--- src/rtl/core/csi_escape_parser_with_cursor_report_macros.svh ---
// Assertion helpers for the escape parser block.
// Each macro takes a label, clock, active-low reset, trigger, check and message.
`ifndef CSI_ESCAPE_PARSER_WITH_CURSOR_REPORT_MACROS_SVH
`define CSI_ESCAPE_PARSER_WITH_CURSOR_REPORT_MACROS_SVH

`ifndef SYNTHESIS
`define CERP_ASSERT_SAME(lbl, ck, rn, trig, chk, msg) \
	lbl: assert property (@(posedge ck) disable iff (!rn) (trig) |-> (chk)) \
		else $error(msg);
`define CERP_ASSERT_NEXT(lbl, ck, rn, trig, chk, msg) \
	lbl: assert property (@(posedge ck) disable iff (!rn) (trig) |=> (chk)) \
		else $error(msg);
`else
`define CERP_ASSERT_SAME(lbl, ck, rn, trig, chk, msg)
`define CERP_ASSERT_NEXT(lbl, ck, rn, trig, chk, msg)
`endif

`endif

--- src/rtl/core/cerp_pkg.sv ---
`default_nettype none
package cerp_pkg;

	localparam int ADDR_W = 3;
	localparam int COLS_W = 10;
	localparam logic [COLS_W-1:0] COLS_RESET = 10'd80;
	localparam logic ADDR_COLUMNS = 1'b0; // paddr[2] of the columns register

	localparam logic [1:0] FN_WRITE = 2'd0;
	localparam logic [1:0] FN_READ  = 2'd1;
	localparam logic [1:0] FN_SET   = 2'd2;

	localparam logic [7:0] CH_ESC  = 8'h1B;
	localparam logic [7:0] CH_LBRK = 8'h5B;
	localparam logic [7:0] CH_LS   = 8'h73;
	localparam logic [7:0] CH_LU   = 8'h75;
	localparam logic [7:0] CH_QM   = 8'h3F;
	localparam logic [7:0] CH_SEMI = 8'h3B;
	localparam logic [7:0] CH_UH   = 8'h48;
	localparam logic [7:0] CH_UR   = 8'h52;
	localparam logic [7:0] CH_LI   = 8'h69;
	localparam logic [7:0] CH_LN   = 8'h6E;
	localparam logic [7:0] CH_LH   = 8'h68;
	localparam logic [7:0] CH_LL   = 8'h6C;
	localparam logic [7:0] CH_UA   = 8'h41;
	localparam logic [7:0] CH_UG   = 8'h47;
	localparam logic [7:0] CH_UJ   = 8'h4A;
	localparam logic [7:0] CH_UK   = 8'h4B;
	localparam logic [7:0] CH_US   = 8'h53;
	localparam logic [7:0] CH_UT   = 8'h54;
	localparam logic [7:0] CH_LF   = 8'h66;
	localparam logic [7:0] CH_LM   = 8'h6D;
	localparam logic [7:0] CH_0    = 8'h30;
	localparam logic [7:0] CH_2    = 8'h32;
	localparam logic [7:0] CH_4    = 8'h34;
	localparam logic [7:0] CH_5    = 8'h35;
	localparam logic [7:0] CH_6    = 8'h36;
	localparam logic [7:0] CH_9    = 8'h39;

	typedef enum logic [3:0] {
		PS_IDLE, PS_ESC, PS_BR, PS_NUM, PS_N4, PS_N5, PS_N6, PS_SEMI, PS_M, PS_Q
	} ps_t;

	typedef enum logic [2:0] {
		RP_NONE, RP_ESC, RP_BR, RP_ROW, RP_COL
	} rp_t;

	typedef enum logic [2:0] {
		ST_IDLE, ST_EXEC, ST_MUL, ST_DIV, ST_CINIT, ST_CONV, ST_PICK, ST_EMIT
	} st_t;

	typedef struct packed {
		logic [1:0]  func;
		logic [7:0]  byte_req;
		logic [15:0] position;
	} req_t;

	typedef struct packed {
		logic        consumed;
		logic        report_valid;
		logic [7:0]  report_byte;
		logic [15:0] cursor;
		logic        cursor_hidden;
		logic        aux_on;
	} rsp_t;

	typedef struct packed {
		logic cap;
		logic exec;
		logic mul;
		logic div_init;
		logic div_step;
		logic conv_init;
		logic conv_step;
		logic pick;
		logic emit;
	} cmd_t;

	typedef struct packed {
		logic need_mul;
		logic need_rep;
	} stat_t;

endpackage
`default_nettype wire

--- src/rtl/core/cerp_if.sv ---
`default_nettype none
interface cerp_req_if;
	logic valid;
	logic ready;
	cerp_pkg::req_t data;
	modport source (output valid, output data, input ready);
	modport sink (input valid, input data, output ready);
endinterface

interface cerp_rsp_if;
	logic valid;
	logic ready;
	cerp_pkg::rsp_t data;
	modport source (output valid, output data, input ready);
	modport sink (input valid, input data, output ready);
endinterface
`default_nettype wire

--- src/rtl/core/csi_escape_parser_with_cursor_report.sv ---
// ANSI CSI escape parser with cursor position report.
// req_ch carries one request: func 0 writes a byte to the parser, func 1 reads
// the next byte of a pending cursor report (ESC [ row ; col R), func 2 sets the
// linear cursor. rsp_ch returns exactly one response per request with the
// consumed flag, the report byte and the cursor/hidden/aux state after it.
// Requests are handled one at a time (req_ch.ready is high only when the
// controller is idle). Each request is captured, executed and emitted:
//   write, set, idle read, ESC/'[' report bytes: execute, then emit
//   cursor move by H: one extra step for the row*columns multiply
//   row/column digit or separator: the bit-serial divider and the bit-serial
//   binary to decimal converter run before the report byte is picked.
// With rsp_ch free, the next request is taken in the cycle after the response
// is emitted.
// A finished response sits in an output register; the next request is taken
// while it waits, and the controller holds a second result until rsp_ch drains.
// The columns register lives on the APB port (address 0, reset 80; 0 acts
// as 1). Reset clears the parser, cursor, saved cursor, flags and any report.
`default_nettype none
`include "csi_escape_parser_with_cursor_report_macros.svh"
module csi_escape_parser_with_cursor_report #(
	parameter int POSITION_BITS = 16
) (
	input  wire logic                          clk,
	input  wire logic                          arst_n,
	cerp_req_if.sink                           req_ch,
	cerp_rsp_if.source                         rsp_ch,
	input  wire logic                          psel,
	input  wire logic                          penable,
	input  wire logic                          pwrite,
	input  wire logic [cerp_pkg::ADDR_W-1:0]   paddr,
	input  wire logic [31:0]                   pwdata,
	output logic [31:0]                        prdata,
	output logic                               pready
);
	import cerp_pkg::*;

	logic [COLS_W-1:0] columns_q;
	logic [COLS_W-1:0] cols_eff;
	cmd_t cmd;
	stat_t stat;
	rsp_t res;
	logic out_free;
	logic out_valid_q;
	rsp_t out_data_q;

	// config port: zero wait states, word decode on paddr[2]
	assign pready = 1'b1;
	assign prdata = (paddr[2] == ADDR_COLUMNS) ? {22'd0, columns_q} : 32'd0;

	always_ff @(posedge clk or negedge arst_n) begin
		if (!arst_n) columns_q <= COLS_RESET;
		else if (psel && penable && pwrite && paddr[2] == ADDR_COLUMNS)
			columns_q <= pwdata[COLS_W-1:0];
	end

	assign cols_eff = (columns_q == '0) ? COLS_W'(1) : columns_q;

	// output register frees up the same cycle the consumer takes it
	assign out_free = !out_valid_q || rsp_ch.ready;

	cerp_ctrl #(.POSITION_BITS(POSITION_BITS)) u_ctrl (
		.clk(clk),
		.arst_n(arst_n),
		.req_valid(req_ch.valid),
		.req_ready(req_ch.ready),
		.out_free(out_free),
		.stat(stat),
		.cmd(cmd)
	);

	cerp_dp #(.POSITION_BITS(POSITION_BITS)) u_dp (
		.clk(clk),
		.arst_n(arst_n),
		.cmd(cmd),
		.req(req_ch.data),
		.cols(cols_eff),
		.stat(stat),
		.res(res)
	);

	always_ff @(posedge clk or negedge arst_n) begin
		if (!arst_n) out_valid_q <= 1'b0;
		else if (cmd.emit) out_valid_q <= 1'b1;
		else if (rsp_ch.ready) out_valid_q <= 1'b0;
	end

	always_ff @(posedge clk) begin
		if (cmd.emit) out_data_q <= res;
	end

	assign rsp_ch.valid = out_valid_q;
	assign rsp_ch.data = out_data_q;

	`CERP_ASSERT_NEXT(a_one_at_a_time, clk, arst_n, req_ch.valid && req_ch.ready, !req_ch.ready, "request accepted while busy")
	`CERP_ASSERT_SAME(a_byte_zero, clk, arst_n, rsp_ch.valid && !rsp_ch.data.report_valid, rsp_ch.data.report_byte == 8'd0, "report byte without valid")
	`CERP_ASSERT_SAME(a_cons_xor_rep, clk, arst_n, rsp_ch.valid && rsp_ch.data.consumed, !rsp_ch.data.report_valid, "consumed and report together")
	`CERP_ASSERT_SAME(a_emit_free, clk, arst_n, cmd.emit, !out_valid_q || rsp_ch.ready, "response overwritten")

endmodule
`default_nettype wire

--- src/rtl/core/cerp_ctrl.sv ---
`default_nettype none
module cerp_ctrl #(
	parameter int POSITION_BITS = 16
) (
	input  wire logic           clk,
	input  wire logic           arst_n,
	input  wire logic           req_valid,
	output logic                req_ready,
	input  wire logic           out_free,
	input  wire cerp_pkg::stat_t stat,
	output cerp_pkg::cmd_t      cmd
);
	import cerp_pkg::*;

	localparam int CW = $clog2(POSITION_BITS + 2);

	st_t state_q, state_n;
	logic [CW-1:0] cnt_q;

	always_ff @(posedge clk or negedge arst_n) begin
		if (!arst_n) begin
			state_q <= ST_IDLE;
			cnt_q   <= '0;
		end else begin
			state_q <= state_n;
			case (state_q)
				ST_EXEC:  cnt_q <= CW'(POSITION_BITS);
				ST_CINIT: cnt_q <= CW'(POSITION_BITS + 1);
				ST_DIV, ST_CONV: cnt_q <= cnt_q - 1'b1;
				default: cnt_q <= cnt_q;
			endcase
		end
	end

	always_comb begin
		state_n = state_q;
		case (state_q)
			ST_IDLE: if (req_valid) state_n = ST_EXEC;
			ST_EXEC: begin
				if (stat.need_mul) state_n = ST_MUL;
				else if (stat.need_rep) state_n = ST_DIV;
				else state_n = ST_EMIT;
			end
			ST_MUL: state_n = ST_EMIT;
			ST_DIV: if (cnt_q == CW'(1)) state_n = ST_CINIT;
			ST_CINIT: state_n = ST_CONV;
			ST_CONV: if (cnt_q == CW'(1)) state_n = ST_PICK;
			ST_PICK: state_n = ST_EMIT;
			ST_EMIT: if (out_free) state_n = ST_IDLE;
			default: state_n = ST_IDLE;
		endcase
	end

	always_comb begin
		cmd = '0;
		req_ready = 1'b0;
		case (state_q)
			ST_IDLE: begin
				req_ready = 1'b1;
				cmd.cap = req_valid;
			end
			ST_EXEC: begin
				cmd.exec = 1'b1;
				cmd.div_init = stat.need_rep && !stat.need_mul;
			end
			ST_MUL: cmd.mul = 1'b1;
			ST_DIV: cmd.div_step = 1'b1;
			ST_CINIT: cmd.conv_init = 1'b1;
			ST_CONV: cmd.conv_step = 1'b1;
			ST_PICK: cmd.pick = 1'b1;
			ST_EMIT: cmd.emit = out_free;
			default: cmd = '0;
		endcase
	end

endmodule
`default_nettype wire

--- src/rtl/core/cerp_dp.sv ---
`default_nettype none
module cerp_dp #(
	parameter int POSITION_BITS = 16
) (
	input  wire logic                          clk,
	input  wire logic                          arst_n,
	input  wire cerp_pkg::cmd_t                cmd,
	input  wire cerp_pkg::req_t                req,
	input  wire logic [cerp_pkg::COLS_W-1:0]   cols,
	output cerp_pkg::stat_t                    stat,
	output cerp_pkg::rsp_t                     res
);
	import cerp_pkg::*;

	localparam int PB = POSITION_BITS;
	localparam int VW = PB + 1;
	localparam int NDIG = (VW * 30103) / 100000 + 1;
	localparam int KW = $clog2(NDIG + 1);
	localparam logic [32:0] PosMax = (33'd1 << PB) - 33'd1;

	function automatic logic [15:0] acc_digit(input logic [15:0] v, input logic [7:0] b);
		logic [19:0] r;
		r = 20'(v) * 20'd10 + 20'(b - CH_0);
		return (r > 20'd65535) ? 16'hFFFF : r[15:0];
	endfunction

	function automatic logic is_keep(input logic [7:0] b);
		return (b >= CH_UA && b <= CH_UG) || b == CH_UJ || b == CH_UK || b == CH_US ||
			b == CH_UT || b == CH_LF || b == CH_LM;
	endfunction

	// item and architectural state
	req_t item_q;
	ps_t ps_q, ps_n;
	logic [15:0] fp_q, fp_n, sp_q, sp_n;
	logic [PB-1:0] cur_q, saved_q;
	logic hid_q, hid_n, aux_q, aux_n;
	rp_t rp_q;
	logic [KW-1:0] k_q;
	// result
	logic consumed_q, rvalid_q;
	logic [7:0] rbyte_q;
	// arithmetic
	logic [25:0] prod_q;
	logic [15:0] addc_q;
	logic [PB-1:0] quo_q;
	logic [COLS_W-1:0] rem_q;
	logic [VW-1:0] bin_q;
	logic [3:0] bcd_q [NDIG];

	logic cons, do_save, do_rest, rep_start, h_hit, fin, is_dig, in_fin;
	logic [7:0] b;
	logic [15:0] r_h, c_h;
	logic [26:0] hsum;
	logic [COLS_W:0] dt;
	logic dge;
	logic [3:0] adj [NDIG];
	logic [KW-1:0] ndig, idx;
	logic [3:0] dsel;

	assign b = item_q.byte_req;
	assign r_h = (fp_q != 16'd0) ? fp_q - 16'd1 : 16'd0;
	assign c_h = (sp_q != 16'd0) ? sp_q - 16'd1 : 16'd0;
	assign hsum = 27'(prod_q) + 27'(addc_q);
	assign dt = {rem_q, quo_q[PB-1]};
	assign dge = dt >= {1'b0, cols};

	always_comb begin
		ps_n = ps_q; fp_n = fp_q; sp_n = sp_q; hid_n = hid_q; aux_n = aux_q;
		cons = 1'b0; do_save = 1'b0; do_rest = 1'b0; rep_start = 1'b0;
		h_hit = 1'b0; fin = 1'b0;
		is_dig = b >= CH_0 && b <= CH_9;
		in_fin = b >= CH_UA && b <= CH_LM;
		if (b == CH_ESC && ps_q == PS_IDLE) begin
			ps_n = PS_ESC; cons = 1'b1;
		end else if (b == CH_LBRK && ps_q == PS_ESC) begin
			ps_n = PS_BR; fp_n = '0; sp_n = '0; cons = 1'b1;
		end else begin
			case (ps_q)
				PS_IDLE, PS_ESC: cons = 1'b0;
				PS_BR: begin
					if (b == CH_LS) begin
						do_save = 1'b1; cons = 1'b1;
					end else if (b == CH_LU) begin
						do_rest = 1'b1; cons = 1'b1;
					end else if (b == CH_QM) begin
						ps_n = PS_Q; cons = 1'b1;
					end else if (b == CH_SEMI) begin
						ps_n = PS_SEMI; fp_n = 16'd1; cons = 1'b1;
					end else if (is_dig) begin
						if (b == CH_4) ps_n = PS_N4;
						else if (b == CH_5) ps_n = PS_N5;
						else if (b == CH_6) ps_n = PS_N6;
						else ps_n = PS_NUM;
						fp_n = 16'(b - CH_0);
						cons = 1'b1;
					end
				end
				PS_NUM, PS_N4, PS_N5, PS_N6: begin
					if ((ps_q == PS_N4 || ps_q == PS_N5) && b == CH_LI) begin
						aux_n = ps_q == PS_N5; ps_n = PS_IDLE; cons = 1'b1;
					end else if (ps_q == PS_N6 && b == CH_LN) begin
						ps_n = PS_IDLE; rep_start = 1'b1; cons = 1'b1;
					end else begin
						ps_n = PS_NUM;
						if (b == CH_SEMI) begin
							ps_n = PS_M; cons = 1'b1;
						end else if (in_fin) begin
							fin = 1'b1;
						end else if (is_dig) begin
							fp_n = acc_digit(fp_q, b); cons = 1'b1;
						end else begin
							ps_n = PS_IDLE; fp_n = '0; sp_n = '0;
						end
					end
				end
				PS_SEMI, PS_M: begin
					if (in_fin) begin
						fin = 1'b1;
					end else if (is_dig) begin
						sp_n = acc_digit(sp_q, b); cons = 1'b1;
					end else begin
						ps_n = PS_IDLE; fp_n = '0; sp_n = '0;
					end
				end
				PS_Q: begin
					if (b == CH_LL || b == CH_LH) begin
						fin = 1'b1;
					end else if (b == CH_2 || b == CH_5) begin
						cons = 1'b1;
					end else begin
						ps_n = PS_IDLE; fp_n = '0; sp_n = '0;
					end
				end
				default: ps_n = PS_IDLE;
			endcase
			// final: is_keep finals leave the sequence as is, others end it
			if (fin && !is_keep(b)) begin
				ps_n = PS_IDLE; fp_n = '0; sp_n = '0;
				if (b == CH_UH) begin
					h_hit = 1'b1; cons = 1'b1;
				end else if (b == CH_LH) begin
					hid_n = 1'b0; cons = 1'b1;
				end else if (b == CH_LL) begin
					hid_n = 1'b1; cons = 1'b1;
				end
			end
		end
	end

	assign stat.need_mul = item_q.func == FN_WRITE && h_hit;
	assign stat.need_rep = item_q.func == FN_READ && (rp_q == RP_ROW || rp_q == RP_COL);

	// digit count and digit select for the report
	always_comb begin
		ndig = '0;
		dsel = '0;
		for (int i = 0; i < NDIG; i++) begin
			if (bcd_q[i] != 4'd0) ndig = KW'(i + 1);
			adj[i] = (bcd_q[i] >= 4'd5) ? bcd_q[i] + 4'd3 : bcd_q[i];
		end
		idx = ndig - k_q - KW'(1);
		for (int i = 0; i < NDIG; i++) begin
			if (idx == KW'(i)) dsel = bcd_q[i];
		end
	end

	always_ff @(posedge clk or negedge arst_n) begin
		if (!arst_n) begin
			ps_q <= PS_IDLE;
			fp_q <= '0;
			sp_q <= '0;
			cur_q <= '0;
			saved_q <= '0;
			hid_q <= 1'b0;
			aux_q <= 1'b0;
			rp_q <= RP_NONE;
			k_q <= '0;
		end else begin
			if (cmd.exec) begin
				case (item_q.func)
					FN_WRITE: begin
						ps_q <= ps_n; fp_q <= fp_n; sp_q <= sp_n;
						hid_q <= hid_n; aux_q <= aux_n;
						if (do_save) saved_q <= cur_q;
						if (do_rest) cur_q <= saved_q;
						if (rep_start) rp_q <= RP_ESC;
					end
					FN_READ: begin
						if (rp_q == RP_ESC) rp_q <= RP_BR;
						else if (rp_q == RP_BR) begin
							rp_q <= RP_ROW; k_q <= '0;
						end
					end
					FN_SET: begin
						cur_q <= ({17'd0, item_q.position} > PosMax) ? PosMax[PB-1:0]
							: PB'(item_q.position);
					end
					default: cur_q <= cur_q;
				endcase
			end
			if (cmd.mul) cur_q <= (33'(hsum) > PosMax) ? PosMax[PB-1:0] : PB'(hsum);
			if (cmd.pick) begin
				if (ndig <= k_q) begin
					if (rp_q == RP_ROW) rp_q <= RP_COL;
					else rp_q <= RP_NONE;
					k_q <= '0;
				end else begin
					k_q <= k_q + KW'(1);
				end
			end
		end
	end

	always_ff @(posedge clk) begin
		if (cmd.cap) item_q <= req;
		if (cmd.exec) begin
			consumed_q <= item_q.func == FN_WRITE && cons;
			rvalid_q <= item_q.func == FN_READ && rp_q != RP_NONE;
			rbyte_q <= '0;
			if (item_q.func == FN_READ && rp_q == RP_ESC) rbyte_q <= CH_ESC;
			if (item_q.func == FN_READ && rp_q == RP_BR) rbyte_q <= CH_LBRK;
			prod_q <= 26'(r_h) * 26'(cols);
			addc_q <= c_h;
		end
		if (cmd.div_init) begin
			quo_q <= cur_q;
			rem_q <= '0;
		end
		if (cmd.div_step) begin
			quo_q <= {quo_q[PB-2:0], dge};
			rem_q <= dge ? COLS_W'(dt - {1'b0, cols}) : dt[COLS_W-1:0];
		end
		if (cmd.conv_init) begin
			bin_q <= ((rp_q == RP_ROW) ? {1'b0, quo_q} : VW'(rem_q)) + VW'(1);
			for (int i = 0; i < NDIG; i++) bcd_q[i] <= '0;
		end
		if (cmd.conv_step) begin
			bin_q <= {bin_q[VW-2:0], 1'b0};
			bcd_q[0] <= {adj[0][2:0], bin_q[VW-1]};
			for (int i = 1; i < NDIG; i++) bcd_q[i] <= {adj[i][2:0], adj[i-1][3]};
		end
		if (cmd.pick) begin
			if (ndig <= k_q) rbyte_q <= (rp_q == RP_ROW) ? CH_SEMI : CH_UR;
			else rbyte_q <= CH_0 | {4'd0, dsel};
		end
	end

	assign res.consumed = consumed_q;
	assign res.report_valid = rvalid_q;
	assign res.report_byte = rbyte_q;
	assign res.cursor = 16'(cur_q);
	assign res.cursor_hidden = hid_q;
	assign res.aux_on = aux_q;

endmodule
`default_nettype wire
--- src/flat_wrapper.sv ---
// flat-port wrapper written by rule: the top's interface ports become plain ports
module csi_escape_parser_with_cursor_report_flat import cerp_pkg::*;
#(
	parameter int POSITION_BITS = 16
)
  (clk, arst_n, psel, penable, pwrite, paddr, pwdata, prdata, pready, req_ch_valid, req_ch_data, req_ch_ready, rsp_ch_valid, rsp_ch_data, rsp_ch_ready);
  cerp_req_if req_ch_i ();
  cerp_rsp_if rsp_ch_i ();
  input  wire logic clk;
  input  wire logic arst_n;
  input  wire logic psel;
  input  wire logic penable;
  input  wire logic pwrite;
  input  wire logic [cerp_pkg::ADDR_W-1:0] paddr;
  input  wire logic [31:0] pwdata;
  output logic [31:0] prdata;
  output logic pready;
  input wire logic [$bits(req_ch_i.valid)-1:0] req_ch_valid;
  input wire logic [$bits(req_ch_i.data)-1:0] req_ch_data;
  output wire logic [$bits(req_ch_i.ready)-1:0] req_ch_ready;
  output wire logic [$bits(rsp_ch_i.valid)-1:0] rsp_ch_valid;
  output wire logic [$bits(rsp_ch_i.data)-1:0] rsp_ch_data;
  input wire logic [$bits(rsp_ch_i.ready)-1:0] rsp_ch_ready;
  assign req_ch_i.valid = req_ch_valid;
  assign req_ch_i.data = req_ch_data;
  assign req_ch_ready = req_ch_i.ready;
  assign rsp_ch_valid = rsp_ch_i.valid;
  assign rsp_ch_data = rsp_ch_i.data;
  assign rsp_ch_i.ready = rsp_ch_ready;
  csi_escape_parser_with_cursor_report #(.POSITION_BITS(POSITION_BITS)) u_core (.clk(clk), .arst_n(arst_n), .req_ch(req_ch_i), .rsp_ch(rsp_ch_i), .psel(psel), .penable(penable), .pwrite(pwrite), .paddr(paddr), .pwdata(pwdata), .prdata(prdata), .pready(pready));
endmodule
--- config.mk ---
export PLATFORM = sky130hd
export DESIGN_NAME = csi_escape_parser_with_cursor_report_flat
export DESIGN_NICKNAME = d
export VERILOG_FILES = /design/src/rtl/core/cerp_pkg.sv /design/src/rtl/core/cerp_if.sv /design/src/rtl/core/csi_escape_parser_with_cursor_report.sv /design/src/rtl/core/cerp_ctrl.sv /design/src/rtl/core/cerp_dp.sv /design/src/flat_wrapper.sv
export VERILOG_INCLUDE_DIRS = /design/src /design/src/rtl/core
export SDC_FILE = /design/constraint.sdc
export NUM_CORES = 1
export LEC_CHECK = 0
export ABC_CLOCK_PERIOD_IN_PS = 15600
export BUFFER_PORTS_ARGS = -buffer_cell sky130_fd_sc_hd__buf_4
export CORE_ASPECT_RATIO = 0.75
export CORE_UTILIZATION = 61
export CTS_BUF_LIST = sky130_fd_sc_hd__clkbuf_4 sky130_fd_sc_hd__clkbuf_8
export CTS_CLUSTER_SIZE = 12
export DETAILED_ROUTE_END_ITERATION = 10
export PLACE_DENSITY_LB_ADDON = 0.2
export SLEW_MARGIN = 20
export SYNTH_ARGS = -nofsm -noshare
export SYNTH_HDL_FRONTEND = slang
export SYNTH_HIERARCHICAL = 1
export SYNTH_SLANG_ARGS = --single-unit
--- constraint.sdc ---
create_clock -name clk -period 15.6 [get_ports clk]
set_clock_uncertainty 0.15 [all_clocks]
set_input_delay 1.56 -clock clk [delete_from_list [all_inputs] [get_ports clk]]
set_output_delay 1.56 -clock clk [all_outputs]
set_load 0.01 [all_outputs]
==> run metrics, run 1 <==
outcome=finished, final reports clean; Global Route Usage Sum=a little under a third; CP max-delay cell=sky130_fd_sc_hd__or4_1; TritonCTS clock tree=built; final design utilization=67.62%; clock transition at the registers of the reported paths=approximately 0.070 ns; Final ANT Viol Nets=0; Design Power=~2.9 mW; placed wire-length estimate after detailed placement=around 44000 um; startpoint of the lowest-slack register-to-register path=u_core/u_dp/fp_q[8]$_DFFE_PN0P_; time the final worst path needs with I/O delays and setup=between 8 and 9 ns; distinct cell type count of the synthesized netlist=100; top library cells by usage in the layout, fill and taps aside=sky130_fd_sc_hd__ha_1, sky130_fd_sc_hd__nand2_1, sky130_fd_sc_hd__inv_1; final wirelength=between 50000 and 60000 um; std cell rows=between 60 and 70; average footprint of a synthesized cell=9.654 sq um; H-tree levels=2; filler instances=around 2800; yosys synthesis warning count=6; vias post-DR=18680; PwrDens=114.4 nW/um^2; endpoint of the worst hold-timing path=u_core/rsp_ch.data[23]$_DFFE_PP_; kind of critical path=reg -> reg; number of cells upsized or downsized after cts=0; Most Frequent Cell on Critical Path=sky130_fd_sc_hd__fa_1; Post-synth ARST share=between 30% and 40%; Vert. Die Dim=about 170 um; share of post-route cells with drive strength above 1=10.88%; effective utilization at floorplan=between 60 and 70%; worst reg2reg setup slack=approximately 7.1 ns; largest net degree at the start of global routing=slightly below 80; area growth from synthesis to layout=8.143%; register area=7535 sq um; number of stages on the worst hold path=0; final hold violation count=0; number of post-CTS setup repair buffers=0; setup tns final=0 ns; worst slew margin relative to its limit=between 20% and 30%; Comb pwr share=33.8%; main flop type after synthesis=sky130_fd_sc_hd__edfxtp_1; Worst-Skew Late Latency=~0.60 ns; Port Buffers=83; Static Leakage=11.84 nW; ant diodes=0; fraction of power consumed by sequential logic=around 41%; slew at the pin closest to its max-slew limit=1.100 ns; most common cell after layout, fill and taps aside=sky130_fd_sc_hd__ha_1; final-report setup violation count=0; 1st-pass router iterations=6; Layout Cell Area excl Fill=25340 sq um; sum of buffers and inverters on the critical path=3; number of buffers created by CTS=between 40 and 50; cell at the root of the clock tree=sky130_fd_sc_hd__clkbuf_8; total grt overflow=0; endpoint of the worst register-to-register path=u_core/u_dp/prod_q[24]$_DFFE_PP_; number of flops mapped to enable cells by yosys=roughly 170; via count normalized by instance count=a little over 6; Final Max Slew Viols=0; initial antenna violation count=0; combined area of all synthesized cells=roughly 23000 sq um; Worst path top cell family by delay=adder cells; Switching Share=a little under two fifths; CP max stage delay=0.62 ns; placement-stage cell area=24280 sq um; Crit. End Element=flop; Die Footprint=a little under 40000 sq um; Crit Path Max Fanout=77; number of placed I/O pins=approximately 130; Core Footprint=roughly 37000 sq um; data arrival at the endpoint of the critical path=slightly below 9 ns; Total Nets Final=around 2900; count of hold-fix buffers inserted at cts=0; startpoint type of the worst setup path=flop; setup repair after global routing missed its margin=false; Critical Path, Cell by Cell=or4_1 -> nor4_1 -> nand3b_1 -> nor3_2 -> buf_4 -> a21oi_2 -> and2_1 -> fa_1 -> fa_1 -> fa_1 -> fa_1 -> inv_1 -> fa_1 -> inv_1 -> ha_1 -> and3_1 -> nand3_1 -> o211a_1 -> o31ai_1 -> nor4_1 -> o41ai_1 -> a21oi_1 -> xnor2_1; total of max-cap violations=0; critical path required time=~16 ns; number of synthesized register bits=between 200 and 300; fmax=approximately 120 MHz; clock network fraction of total power=between 20% and 30%; floorplan die width=approximately 230 um; average routed wire per standard cell=19.55 um; final cycle utilization of the critical path=54.30%; Detailed Route Iter0 Violations=between 1500 and 2000; Int Power=around 1.8 mW; wire length of the first global-routing pass=around 95000 um; area occupied by multi-input gates=approximately 15000 sq um; Psw=about 1.1 mW; Worst Hold Launch=u_core/u_dp/rbyte_q[5]$_SDFFCE_PN0N_; cells after synthesis=2427; depth of the worst register-to-register path=23; DRC violations left=0; TritonCTS Sinks=267; buffers from clock root to sink, at most=3; Hold/Removal Path Class=reg -> reg; highest ir drop seen on vdd=a little over 90 uV; final RePlAce weighted congestion=about 0.91; post-synthesis sequential area ratio=around 32%; via count of the first global-routing pass=about 18000
## metal layers
metal  up-vias  global-route usage [%]  wire length (um)
li1       8708                       -                 -
met1      9130                   43.83             26950
met2       738                   46.87             26020
met3       103                   4.891              4637
met4         0                   8.550              1319
met5         -                       0                 0
## synthesized netlist by cell type (all sizes together), types with 28 or more instances
cell	n	area (sq um)
a21o	38	285.3
a21oi	130	650.6
and2	45	281.5
buf	47	322.8
clkbuf	75	292.8
dfrtp	93	2327
edfxtp	171	5135
fa	117	2342
ha	207	2590
inv	192	720.7
mux2	49	589.3
mux2i	42	420.4
nand2	200	750.7
nand2b	33	206.5
nand3	66	330.3
nand3b	28	210.2
nor2	153	576.8
nor2b	39	251.5
nor3	106	530.5
o21ai	107	539.3
xnor2	93	814.5
xor2	47	419.2
## cells by family after synthesis
logic type      share of synthesized area [%]
simple gates                            17.46
compound gates                          14.01
fa+ha+maj                               21.05
buf+inv                                 5.703
flops                                   32.16
xor+xnor                                5.265
mux                                     4.309
other cells                           0.04806
## stage by stage
step           instances  hold WS [ns]  worst slack (ns)
2_1_floorplan       2448        0.2503             8.259
3_3_place_gp        2928        0.2574             7.164
3_5_place_dp        2928        0.2588             7.064
4_1_cts             3014        0.2673             7.037
5_1_grt             3014        0.2769             6.744
6_report            3014        0.2670             7.129
## power by group through the flow
stage / logic, mW / registers (mW) / clock network (mW)
after floorplan: 0.741 / 1.12 / 0
after CTS: 0.974 / 1.19 / 0.737
after global placement: 0.932 / 1.19 / 0
after global routing: 1.09 / 1.22 / 0.765
after detailed placement: 0.966 / 1.20 / 0
final: 0.979 / 1.20 / 0.721
## sequential cells by signal (all words and copies together), names as in the netlist, 17 cells and up
name,count
u_core/u_dp/item_q,18
u_core/u_dp/prod_q,26
u_core/u_dp/bin_q,17
u_core/rsp_ch.data,28
u_core/u_dp/bcd_q,24
## final cells by class
type	count	area share, %
flip-flops and latches	267	29.74
clock buffers	61	3.116
inverters	192	2.844
clock inverters	25	1.042
repair buffers	98	2.903
multi-input cells	1867	57.87
well taps	504	2.489
## how the worst max path moves through the flow
stage | start | end | slack, ns | cells after the start
after floorplan | u_core/u_dp/fp_q[8]$_DFFE_PN0P_ | u_core/u_dp/prod_q[24]$_DFFE_PP_ | 8.26 | 23
after global placement | u_core/u_dp/fp_q[7]$_DFFE_PN0P_ | u_core/u_dp/prod_q[24]$_DFFE_PP_ | 7.16 | 23
after detailed placement | u_core/u_dp/fp_q[8]$_DFFE_PN0P_ | u_core/u_dp/prod_q[24]$_DFFE_PP_ | 7.06 | 23
after CTS | u_core/u_dp/fp_q[7]$_DFFE_PN0P_ | u_core/u_dp/prod_q[24]$_DFFE_PP_ | 7.04 | 23
after global routing | u_core/u_dp/fp_q[8]$_DFFE_PN0P_ | u_core/u_dp/prod_q[24]$_DFFE_PP_ | 6.74 | 23
final | u_core/u_dp/fp_q[8]$_DFFE_PN0P_ | u_core/u_dp/prod_q[24]$_DFFE_PP_ | 7.13 | 23
No activity file was read; power rests on OpenSTA's default activity.
==> inputs of run 2 (changes only) <==
ABC_CLOCK_PERIOD_IN_PS = 7200   (was 15600)
CORE_UTILIZATION = 58   (was 61)
clock period = 7.2 ns   (was 15.6 ns; I/O delays follow)
==> run metrics, run 2 (synthesis results as in run 1) <==
GR Layer Usage met3=roughly 5.2%; Die Footprint=roughly 41000 sq um; total grt overflow=0; Crit Path Max Fanout=7; Static Leakage=between 10 and 15 nW; Comb pwr share=approximately a third; final cycle utilization of the critical path=100.3%; PwrDens=about 240 nW/um^2; Most Used Layer, Global Route=met1; WP depth=25; Detailed Route Iter0 Violations=between 1500 and 2000; placed wire-length estimate after detailed placement=between 40000 and 50000 um; most common cell after layout, fill and taps aside=sky130_fd_sc_hd__ha_1; sum of buffers and inverters on the critical path=6; Most Frequent Cell on Critical Path=sky130_fd_sc_hd__fa_1; Hold/Removal Path Class=in -> reg; Worst path top cell family by delay=adder cells; Total Nets Final=2933; Port Buffers=83; TritonCTS clock tree=built; Final ANT Viol Nets=0; floorplan die width=~230 um; Core Footprint=approximately 40000 sq um; worst slew margin relative to its limit=a little under a third; final hold violation count=0; final wirelength=around 61000 um; met2 Use GR=roughly 43%; ant diodes=0; setup tns final=-0.02302 ns; number of buffers created by CTS=45; final RePlAce weighted congestion=approximately 0.92; top library cells by usage in the layout, fill and taps aside=sky130_fd_sc_hd__ha_1, sky130_fd_sc_hd__nand2_1, sky130_fd_sc_hd__inv_1; violations in the final reports=DRC, setup timing; Worst-Skew Late Latency=approximately 0.60 ns; share of post-route cells with drive strength above 1=15.55%; wire length of the first global-routing pass=about 95000 um; final design utilization=about two thirds; buffers from clock root to sink, at most=3; average routed wire per standard cell=between 15 and 20 um; fraction of power consumed by sequential logic=40.9%; time the final worst path needs with I/O delays and setup=7.223 ns; met1 capacity usage during global routing=between 40% and 50%; Global Route Usage Sum=just under 30%; worst reg2reg setup slack=-0.02 ns; Final Max Slew Viols=0; setup slack of the critical path after layout=-0.02302 ns; endpoint of the worst register-to-register path=u_core/u_dp/prod_q[25]$_DFFE_PP_; initial antenna violation count=0; setup repair after global routing missed its margin=true; cell at the root of the clock tree=sky130_fd_sc_hd__clkbuf_8; Worst Hold Launch=req_ch_data[5]; via count of the first global-routing pass=about 18000; number of placed I/O pins=131; 1st-pass router iterations=8; CP max-delay cell=sky130_fd_sc_hd__fa_1; vias post-DR=18940; clock network fraction of total power=around a quarter; H-tree levels=2; Int Power=3.961 mW; startpoint of the lowest-slack register-to-register path=u_core/u_dp/fp_q[9]$_DFFE_PN0P_; CP max stage delay=between 0.5 and 0.6 ns; depth of the worst register-to-register path=25; Crit. End Element=flop; Vert. Die Dim=approximately 180 um; TritonCTS Sinks=approximately 270; first element of the critical path=u_core/u_dp/fp_q[9]$_DFFE_PN0P_; critical path required time=approximately 7.4 ns; via count normalized by instance count=about 6; outcome=finished, violations left; critical path endpoint=u_core/u_dp/prod_q[25]$_DFFE_PP_; startpoint type of the worst setup path=flop; slew at the pin closest to its max-slew limit=1.028 ns; effective utilization at floorplan=approximately three fifths; kind of critical path=reg -> reg; DRC violations left=4; fmax=about 140 MHz; final-report setup violation count=1; total of max-cap violations=0; Psw=2.330 mW; largest net degree at the start of global routing=roughly 60; Switching Share=37.04%; clock transition at the registers of the reported paths=0.06 ns; area growth from synthesis to layout=12.33%; std cell rows=63; flip-flop count of the largest register after layout=28; highest ir drop seen on vdd=between 200 and 250 uV; data arrival at the endpoint of the critical path=7.42 ns
run 2: cell type report:
class                      instances  area (sq um)
timing repair buffer             168          1371
sequential                       267          7535
fill                            3132         13330
tap                              520         650.6
clock buffer                      67         847.1
inverter                         192         720.7
multi-input combinational       1867         14980
clock inverter                    17         212.7
run 2: timing repair:
item                       in CTS  in global routing
pin swaps                       0                 65
hold endpoints to repair       35                  0
setup buffers                   0                  7
hold buffers                    1                  0
gates resized for setup         2                 72
setup endpoints to repair       1                  7
gates cloned                    0                  5
run 2: metrics by stage:
stage | cell area (sq um) | hold WS, ns | cells | total power, mW | worst slack (ns)
2_1_floorplan | 23520 | 0.2503 | 2448 | 4.023 | 0.05916
4_1_cts | 25830 | 0.1008 | 3086 | 6.300 | 0.03801
3_3_place_gp | 24750 | 0.2620 | 3001 | 4.622 | 0.01012
6_report | 26320 | 0.1480 | 3098 | 6.291 | -0.02302
3_5_place_dp | 24750 | 0.2545 | 3001 | 4.708 | -0.1094
5_1_grt | 26320 | 0.1145 | 3098 | 6.663 | -0.2540
run 2: how the worst min path moves through the flow:
stage	cells past startpoint	slack [ns]	end
6_report	1	0.15	u_core/u_dp/item_q[5]$_DFFE_PP_
5_1_grt	1	0.11	u_core/u_dp/item_q[9]$_DFFE_PP_
4_1_cts	1	0.10	u_core/u_dp/item_q[0]$_DFFE_PP_
3_5_place_dp	0	0.25	u_core/rsp_ch.data[19]$_DFFE_PP_
3_3_place_gp	0	0.26	u_core/rsp_ch.data[21]$_DFFE_PP_
2_1_floorplan	0	0.25	u_core/rsp_ch.data[18]$_DFFE_PP_
run 2: routing by layer:
layer / vias up / wire (um)
met5: - / 0
met3: 89 / 5097
met4: 0 / 1030
met2: 733 / 26290
li1: 8865 / -
met1: 9254 / 28140
run 2: power groups by stage:
| stage | clock (mW) | sequential, mW | combinational (mW) |
|---|---|---|---|
| final | 1.57 | 2.57 | 2.15 |
| after floorplan | 0 | 2.42 | 1.60 |
| after CTS | 1.60 | 2.56 | 2.14 |
| after global placement | 0 | 2.57 | 2.05 |
| after global routing | 1.67 | 2.62 | 2.38 |
| after detailed placement | 0 | 2.58 | 2.13 |
